`config.mk`:
```
export PLATFORM = sky130hd
export DESIGN_NAME = ir_pulse_distance_decoder_top
export DESIGN_NICKNAME = d
export VERILOG_FILES = /design/src/hw/rtl/ipdd_pkg.sv /design/src/hw/rtl/ipdd_cfg_regs.sv /design/src/hw/rtl/ir_pulse_distance_decoder_top.sv
export SDC_FILE = /design/constraint.sdc
export NUM_CORES = 1
export LEC_CHECK = 0
export ABC_AREA = 0
export BUFFER_PORTS_ARGS = -buffer_cell sky130_fd_sc_hd__buf_2
export CORE_UTILIZATION = 55
export DETAILED_ROUTE_END_ITERATION = 10
export PLACE_DENSITY = 0.75
export SYNTH_ARGS = -nofsm -noshare
export SYNTH_HDL_FRONTEND = slang
export SYNTH_SLANG_ARGS = --single-unit
export TNS_END_PERCENT = 1
```
`constraint.sdc`:
```
create_clock -name i_clk -period 4.9 [get_ports i_clk]
set_clock_uncertainty 0.15 [all_clocks]
set_input_delay 0.98 -clock i_clk [delete_from_list [all_inputs] [get_ports i_clk]]
set_output_delay 0.98 -clock i_clk [all_outputs]
set_load 0.02 [all_outputs]
```
`src/hw/rtl/ipdd_pkg.sv`:
```
// ----------------------------------------------------------------------------
// ipdd_pkg: shared types and constants
// Payload structs, configuration register set and register indexes for the
// pulse-distance infrared decoder.
// ----------------------------------------------------------------------------
package ipdd_pkg;

    localparam int unsigned WORD_W    = 32;
    localparam int unsigned TICK_W    = 8;
    localparam int unsigned CFG_IDX_W = 3;
    localparam int unsigned CFG_DAT_W = 8;

    // Register indexes
    localparam logic [CFG_IDX_W-1:0] REG_NORMAL_LEAD_MIN = 3'd0;
    localparam logic [CFG_IDX_W-1:0] REG_NORMAL_LEAD_MAX = 3'd1;
    localparam logic [CFG_IDX_W-1:0] REG_REPEAT_LEAD_MIN = 3'd2;
    localparam logic [CFG_IDX_W-1:0] REG_REPEAT_LEAD_MAX = 3'd3;
    localparam logic [CFG_IDX_W-1:0] REG_BIT_MAX         = 3'd4;
    localparam logic [CFG_IDX_W-1:0] REG_BIT_THRESHOLD   = 3'd5;

    // Reset values
    localparam logic [TICK_W-1:0] RST_NORMAL_LEAD_MIN = 8'd100;
    localparam logic [TICK_W-1:0] RST_NORMAL_LEAD_MAX = 8'd110;
    localparam logic [TICK_W-1:0] RST_REPEAT_LEAD_MIN = 8'd83;
    localparam logic [TICK_W-1:0] RST_REPEAT_LEAD_MAX = 8'd93;
    localparam logic [TICK_W-1:0] RST_BIT_MAX         = 8'd20;
    localparam logic [TICK_W-1:0] RST_BIT_THRESHOLD   = 8'd13;

    typedef struct packed {
        logic [TICK_W-1:0] interval;
        logic              timer_overflow;
    } t_in;

    typedef struct packed {
        logic [WORD_W-1:0] code_word;
        logic              is_repeat;
    } t_out;

    typedef struct packed {
        logic [TICK_W-1:0] normal_lead_min;
        logic [TICK_W-1:0] normal_lead_max;
        logic [TICK_W-1:0] repeat_lead_min;
        logic [TICK_W-1:0] repeat_lead_max;
        logic [TICK_W-1:0] bit_max;
        logic [TICK_W-1:0] bit_threshold;
    } t_cfg;

endpackage

```
`src/hw/rtl/ipdd_cfg_regs.sv`:
```
// ----------------------------------------------------------------------------
// ipdd_cfg_regs: configuration register file
// Six 8-bit timing registers written through a plain write port; writes to
// an unused index are dropped.
// ----------------------------------------------------------------------------
module ipdd_cfg_regs
    import ipdd_pkg::*;
(
    input  logic                 i_clk,
    input  logic                 i_rst_n,
    input  logic                 i_cfg_we,
    input  logic [CFG_IDX_W-1:0] i_cfg_index,
    input  logic [CFG_DAT_W-1:0] i_cfg_data,
    output t_cfg                 o_cfg
);

    t_cfg r_cfg;

    always_ff @(posedge i_clk) begin
        if (!i_rst_n) begin
            r_cfg.normal_lead_min <= RST_NORMAL_LEAD_MIN;
            r_cfg.normal_lead_max <= RST_NORMAL_LEAD_MAX;
            r_cfg.repeat_lead_min <= RST_REPEAT_LEAD_MIN;
            r_cfg.repeat_lead_max <= RST_REPEAT_LEAD_MAX;
            r_cfg.bit_max         <= RST_BIT_MAX;
            r_cfg.bit_threshold   <= RST_BIT_THRESHOLD;
        end else if (i_cfg_we) begin
            case (i_cfg_index)
                REG_NORMAL_LEAD_MIN: r_cfg.normal_lead_min <= i_cfg_data;
                REG_NORMAL_LEAD_MAX: r_cfg.normal_lead_max <= i_cfg_data;
                REG_REPEAT_LEAD_MIN: r_cfg.repeat_lead_min <= i_cfg_data;
                REG_REPEAT_LEAD_MAX: r_cfg.repeat_lead_max <= i_cfg_data;
                REG_BIT_MAX:         r_cfg.bit_max         <= i_cfg_data;
                REG_BIT_THRESHOLD:   r_cfg.bit_threshold   <= i_cfg_data;
                default: ;
            endcase
        end
    end

    assign o_cfg = r_cfg;

endmodule

```
`src/hw/rtl/ir_pulse_distance_decoder_top.sv`:
```
// ----------------------------------------------------------------------------
// ir_pulse_distance_decoder_top: pulse-distance infrared frame decoder
// Takes one falling-edge interval per beat, tracks lead / data bits and
// emits the received word on frame end or on a repeat lead.
// ----------------------------------------------------------------------------
// Path: a result passes through the input register, then the result
//   register, before it is shown on o_out.
// Throughput: one input beat per cycle; the input side stalls only while a
//   held result is stalled and the input register is full.
// Reset (synchronous, active low): idle awaiting a lead, saved word zero,
//   timing registers at their default values, both stages empty.
// ----------------------------------------------------------------------------
module ir_pulse_distance_decoder_top
    import ipdd_pkg::*;
#(
    parameter int unsigned FRAME_BITS = 32
) (
    input  logic                 i_clk,
    input  logic                 i_rst_n,
    input  logic                 i_cfg_we,
    input  logic [CFG_IDX_W-1:0] i_cfg_index,
    input  logic [CFG_DAT_W-1:0] i_cfg_data,
    input  logic                 i_in_valid,
    output logic                 o_in_stall,
    input  t_in                  i_in,
    output logic                 o_out_valid,
    input  logic                 i_out_stall,
    output t_out                 o_out
);

    localparam int unsigned CNT_W = $clog2(FRAME_BITS + 1);
    localparam logic [CNT_W-1:0] CNT_IDLE = CNT_W'(FRAME_BITS);
    localparam logic [CNT_W-1:0] CNT_LAST = CNT_W'(FRAME_BITS - 1);

    t_cfg w_cfg;

    ipdd_cfg_regs u_cfg (
        .i_clk       (i_clk),
        .i_rst_n     (i_rst_n),
        .i_cfg_we    (i_cfg_we),
        .i_cfg_index (i_cfg_index),
        .i_cfg_data  (i_cfg_data),
        .o_cfg       (w_cfg)
    );

    logic              r_in_valid;
    t_in               r_in;
    logic              r_out_valid;
    t_out              r_out;
    logic [CNT_W-1:0]  r_bits;
    logic [WORD_W-1:0] r_word;

    logic              n_out_valid;
    t_out              n_out;
    logic [CNT_W-1:0]  n_bits;
    logic [WORD_W-1:0] n_word;

    logic out_free;
    logic proc;
    logic in_take;
    logic idle;
    logic in_normal;
    logic in_repeat;

    assign out_free   = !r_out_valid || !i_out_stall;
    assign proc       = r_in_valid && out_free;
    assign o_in_stall = r_in_valid && !out_free;
    assign in_take    = i_in_valid && !o_in_stall;

    assign idle      = (r_bits >= CNT_IDLE);
    assign in_normal = (r_in.interval > w_cfg.normal_lead_min) &&
                       (r_in.interval < w_cfg.normal_lead_max);
    assign in_repeat = (r_in.interval > w_cfg.repeat_lead_min) &&
                       (r_in.interval < w_cfg.repeat_lead_max);

    always_comb begin
        n_bits          = r_bits;
        n_word          = r_word;
        n_out_valid     = 1'b0;
        n_out.code_word = r_word;
        n_out.is_repeat = 1'b0;
        if (idle) begin
            // overflow while idle drops the edge
            if (!r_in.timer_overflow) begin
                if (in_normal) begin
                    n_word = '0;
                    n_bits = '0;
                end else if (in_repeat) begin
                    n_out_valid     = 1'b1;
                    n_out.is_repeat = 1'b1;
                end
            end
        end else if (r_in.timer_overflow || (r_in.interval > w_cfg.bit_max)) begin
            // abort: keep the partial word
            n_bits = CNT_IDLE;
        end else begin
            n_word = {r_word[WORD_W-2:0], (r_in.interval > w_cfg.bit_threshold)};
            n_bits = r_bits + 1'b1;
            if (r_bits == CNT_LAST) begin
                n_out_valid     = 1'b1;
                n_out.code_word = n_word;
            end
        end
    end

    always_ff @(posedge i_clk) begin
        if (!i_rst_n) begin
            r_in_valid  <= 1'b0;
            r_out_valid <= 1'b0;
            r_bits      <= CNT_IDLE;
            r_word      <= '0;
        end else begin
            if (in_take) begin
                r_in_valid <= 1'b1;
            end else if (proc) begin
                r_in_valid <= 1'b0;
            end
            if (proc) begin
                r_bits      <= n_bits;
                r_word      <= n_word;
                r_out_valid <= n_out_valid;
            end else if (out_free) begin
                r_out_valid <= 1'b0;
            end
        end
    end

    // payload registers: no reset
    always_ff @(posedge i_clk) begin
        if (in_take) begin
            r_in <= i_in;
        end
        if (proc && n_out_valid) begin
            r_out <= n_out;
        end
    end

    assign o_out_valid = r_out_valid;
    assign o_out       = r_out;

    // ------------------------------------------------------------------------
    // Assertions
    // ------------------------------------------------------------------------
    a_bits_range: assert property (@(posedge i_clk) disable iff (!i_rst_n)
        r_bits <= CNT_IDLE)
        else $error("bit count beyond frame length");

    a_frame_done: assert property (@(posedge i_clk) disable iff (!i_rst_n)
        (proc && !idle && !r_in.timer_overflow && (r_in.interval <= w_cfg.bit_max)
         && (r_bits == CNT_LAST))
        |=> (o_out_valid && !o_out.is_repeat && (r_bits == CNT_IDLE)))
        else $error("completed frame not emitted");

    a_lead_start: assert property (@(posedge i_clk) disable iff (!i_rst_n)
        (proc && idle && !r_in.timer_overflow && in_normal)
        |=> ((r_bits == '0) && (r_word == '0) && !o_out_valid))
        else $error("normal lead did not start a frame");

    a_stall_src: assert property (@(posedge i_clk) disable iff (!i_rst_n)
        o_in_stall |-> (r_in_valid && r_out_valid))
        else $error("input stalled with nothing held");

endmodule
```
==> key figures <==
Routing
  – Number of vias per cell: 5.66
  – DRC viols: 0
  – Via count: 4392
  – Routed WL: ~14000 um
  – Antenna viol nets, final: 0
  – WL/cell: 17.8 um
  – Initial drt markers: 210
  – Drt first pass iters: 4

Die
  – Die H: 106 um
  – Starting Density: 57.4%
  – Die area: 11300 um2
  – Ports: 60
  – CORE AREA: between 10000 and 15000 um2
  – Die Wd: 106 um
  – Rows: 37

Timing
  – RSZ-0062 raised after global routing: false
  – Fin crit share: between 70% and 80%
  – Max Slew Vio Count: 0
  – Final setup vio count: 0
  – Period minus WS final: 3610 ps
  – Final TNS setup: 0 ps
  – Final Hold Fails: 0
  – Max Fclk: 277 MHz
  – Slew @ Worst Pin: 1120 ps
  – Max_slew headroom: 25.4%

Cells and area
  – Area growth from synthesis to layout: 16.9%
  – Share of cells above drive strength 1: 21.7%
  – Filler instances: 840
  – Antenna cells: 0
  – Final core occ: 67.1%
  – Sequential cell area: a little over 3000 um2
  – Nets@finish: 700
  – Multi-input logic area: around 2700 um2

Min path
  – Hold Path Origin: u_cfg.o_cfg[44]
  – Hold WC Path Type: reg2reg
  – Worst Hold End: u_cfg.o_cfg[44]
  – Cell depth of the worst min-delay path: 2

Synth
  – Avg Cell Area, Syn: 10.7 um2
  – Post-synth cell types: 44
  – #FFs+latches synth: 130
  – Share of the yosys chip area belonging to registers: 50.4%
  – Synth Cell Area: 6000 um2
  – Top_reg_cell synth: dfxtp_1
  – Number of synthesized flops with an enable pin: 42
  – Post-synthesis instance total: 563
  – Cell type with the largest total area after synthesis: dfxtp_1
  – Asr flop ratio synth: 0%
  – Post-synth top area share: 29.4%
  – Synthesized Nets: 636
  – Synth area leaders: dfxtp_1, edfxtp_1, ha_1
  – Warnings, synthesis: 0

Status
  – Outcome: finished, final reports clean

Setup path
  – Reg-to-Reg End: o_out[9]
  – FF-to-FF path depth: 8
  – Crit path max fanout: 33
  – Critical Path RT: 4940 ps
  – Reg2reg start: r_in[2]
  – Arrival @ worst endpoint: 3650 ps
  – Critical Path Source Type: register
  – Setup CP Type: reg2reg
  – Worst R2R Setup Slack: 1290 ps
  – Crit end category: register

CTS
  – CTS Sinks: 130
  – CTS tree: done
  – Post-CTS Hold Buffers: 0
  – Clk Tree Root Cell: clkbuf_8
  – Worst skew pair latency: around 530 ps
  – Resize count post-CTS: 0
  – CTS buffer count: 17
  – Clock tree buffer depth: 2
  – Postcts setup bufs: 0
  – Clock slew at reported path FFs: 70 ps
  – Clock H-tree levels: 4

Pwr
  – Static leakage: 2.93 nW
  – Peak VDD IR: 0.289 mV
  – PwrDens: between 300 and 400 nW/um2

Global routing
  – Global-route usage over all layers: 26.0%
  – First-pass GRT wire length: approximately 22000 um
  – Initial antenna violation count: 0
  – Vias in the first global route: around 4400
  – Largest net degree at the start of global routing: 34
  – Total grt overflow: 0

Placed design
  – Routability cong.: 0.885
  – PortBufs: 59
  – Detailed Place HPWL: between 9000 and 10000 um

Run
  – MaxCap Viol Count: 0
[worst max-delay path by stage]
stage	start	to	slack, ps	cells past startpoint
global placement	r_in[6]	o_out[10]	1400	8
floorplan	r_in[6]	o_out[0]	440	10
global route	r_in[2]	o_out[7]	1160	8
finish	r_in[2]	o_out[9]	1290	8
detailed placement	r_in[6]	o_out[7]	1380	8
CTS	r_in[7]	o_out[9]	1310	7
[synthesized netlist by cell type (all sizes together), types with 5 or more instances]
cell type	instances
a22o	33
nor2b	10
nor3	6
edfxtp	42
o211ai	22
nand3	10
ha	48
nor2	17
inv	50
clkbuf	12
nand4	8
buf	8
nand2b	5
a21oi	36
dfxtp	88
a211oi	6
nand2	87
o21ai	7
mux2	33
[power breakdown]
group | internal (mW) | leakage [nW] | switching [mW]
clock | 0.731 | 0.293 | 0.531
sequential | 1.13 | 1.07 | 0.0192
combinational | 0.0631 | 1.57 | 0.110
total | 1.93 | 2.93 | 0.660
[layout by cell type, fill, tap and decap left out, types with 6 or more instances in the layout]
cell	netlist	final
a211oi_1	6	6
mux2_4	28	28
nand3_1	10	10
o21ai_0	7	7
edfxtp_1	42	42
ha_1	48	48
inv_6	0	6
nor2b_1	10	10
a22o_1	33	33
o211ai_1	22	22
nor2_1	17	17
nand2_1	87	87
inv_1	49	49
nand4_1	8	8
buf_2	1	59
a21oi_1	36	35
dfxtp_1	88	88
clkbuf_16	0	17
buf_4	0	6
[through the flow]
step	setup slack (ps)	area [um2]	std cells	hold WS (ps)	power [mW]
after floorplan	438	6000	563	286	1.28
after global placement	1400	6420	744	294	1.34
after detailed placement	1380	6420	744	299	1.34
after CTS	1310	7020	776	308	2.59
after global routing	1160	7020	776	331	2.66
final	1290	7020	776	305	2.59
[critical path, stage by stage (launching register included)]
cell and delay (ps):
edfxtp_1 500, ha_1 360, nor2b_1 130, o211ai_1 160, a21oi_1 80, o311ai_1 590
or4b_2 730, a21oi_4 150, buf_4 390
[registers in the layout, indices dropped and copies added (netlist names)]
signal and count:
o_out 33, o_out_valid 1, r_bits 6, r_in 9
r_in_valid 1, r_word 32, u_cfg.o_cfg 48
[logic make-up after synthesis]
| logic type | after synthesis | synth area share (%) |
|---|---|---|
| mux | 33 | 7.94 |
| compound gates | 124 | 14.8 |
| fa+ha+maj | 48 | 10.0 |
| simple gates | 158 | 11.9 |
| buf+inv | 70 | 5.02 |
| flops | 130 | 50.4 |
[per-layer routing]
layer | routed length [um] | vias up | part of all wire (%) | track usage (%)
met3 | 547 | 24 | 4.0 | 5.15
met1 | 5940 | 2090 | 43 | 31.1
met2 | 6980 | 126 | 51 | 45.2
li1 | - | 2152 | - | -
met4 | 323 | 0 | 2.3 | 11.4
met5 | 0 | - | 0 | 0
[layout make-up]
cell class	count	share of cell area [%]
timing repair buffer	65	4.85
tap	136	2.43
clock inverter	14	2.21
inverter	50	2.68
multi-input combinational	363	38.5
sequential	130	43.1
clock buffer	18	6.26
No activity file was read; power rests on OpenSTA's default activity.
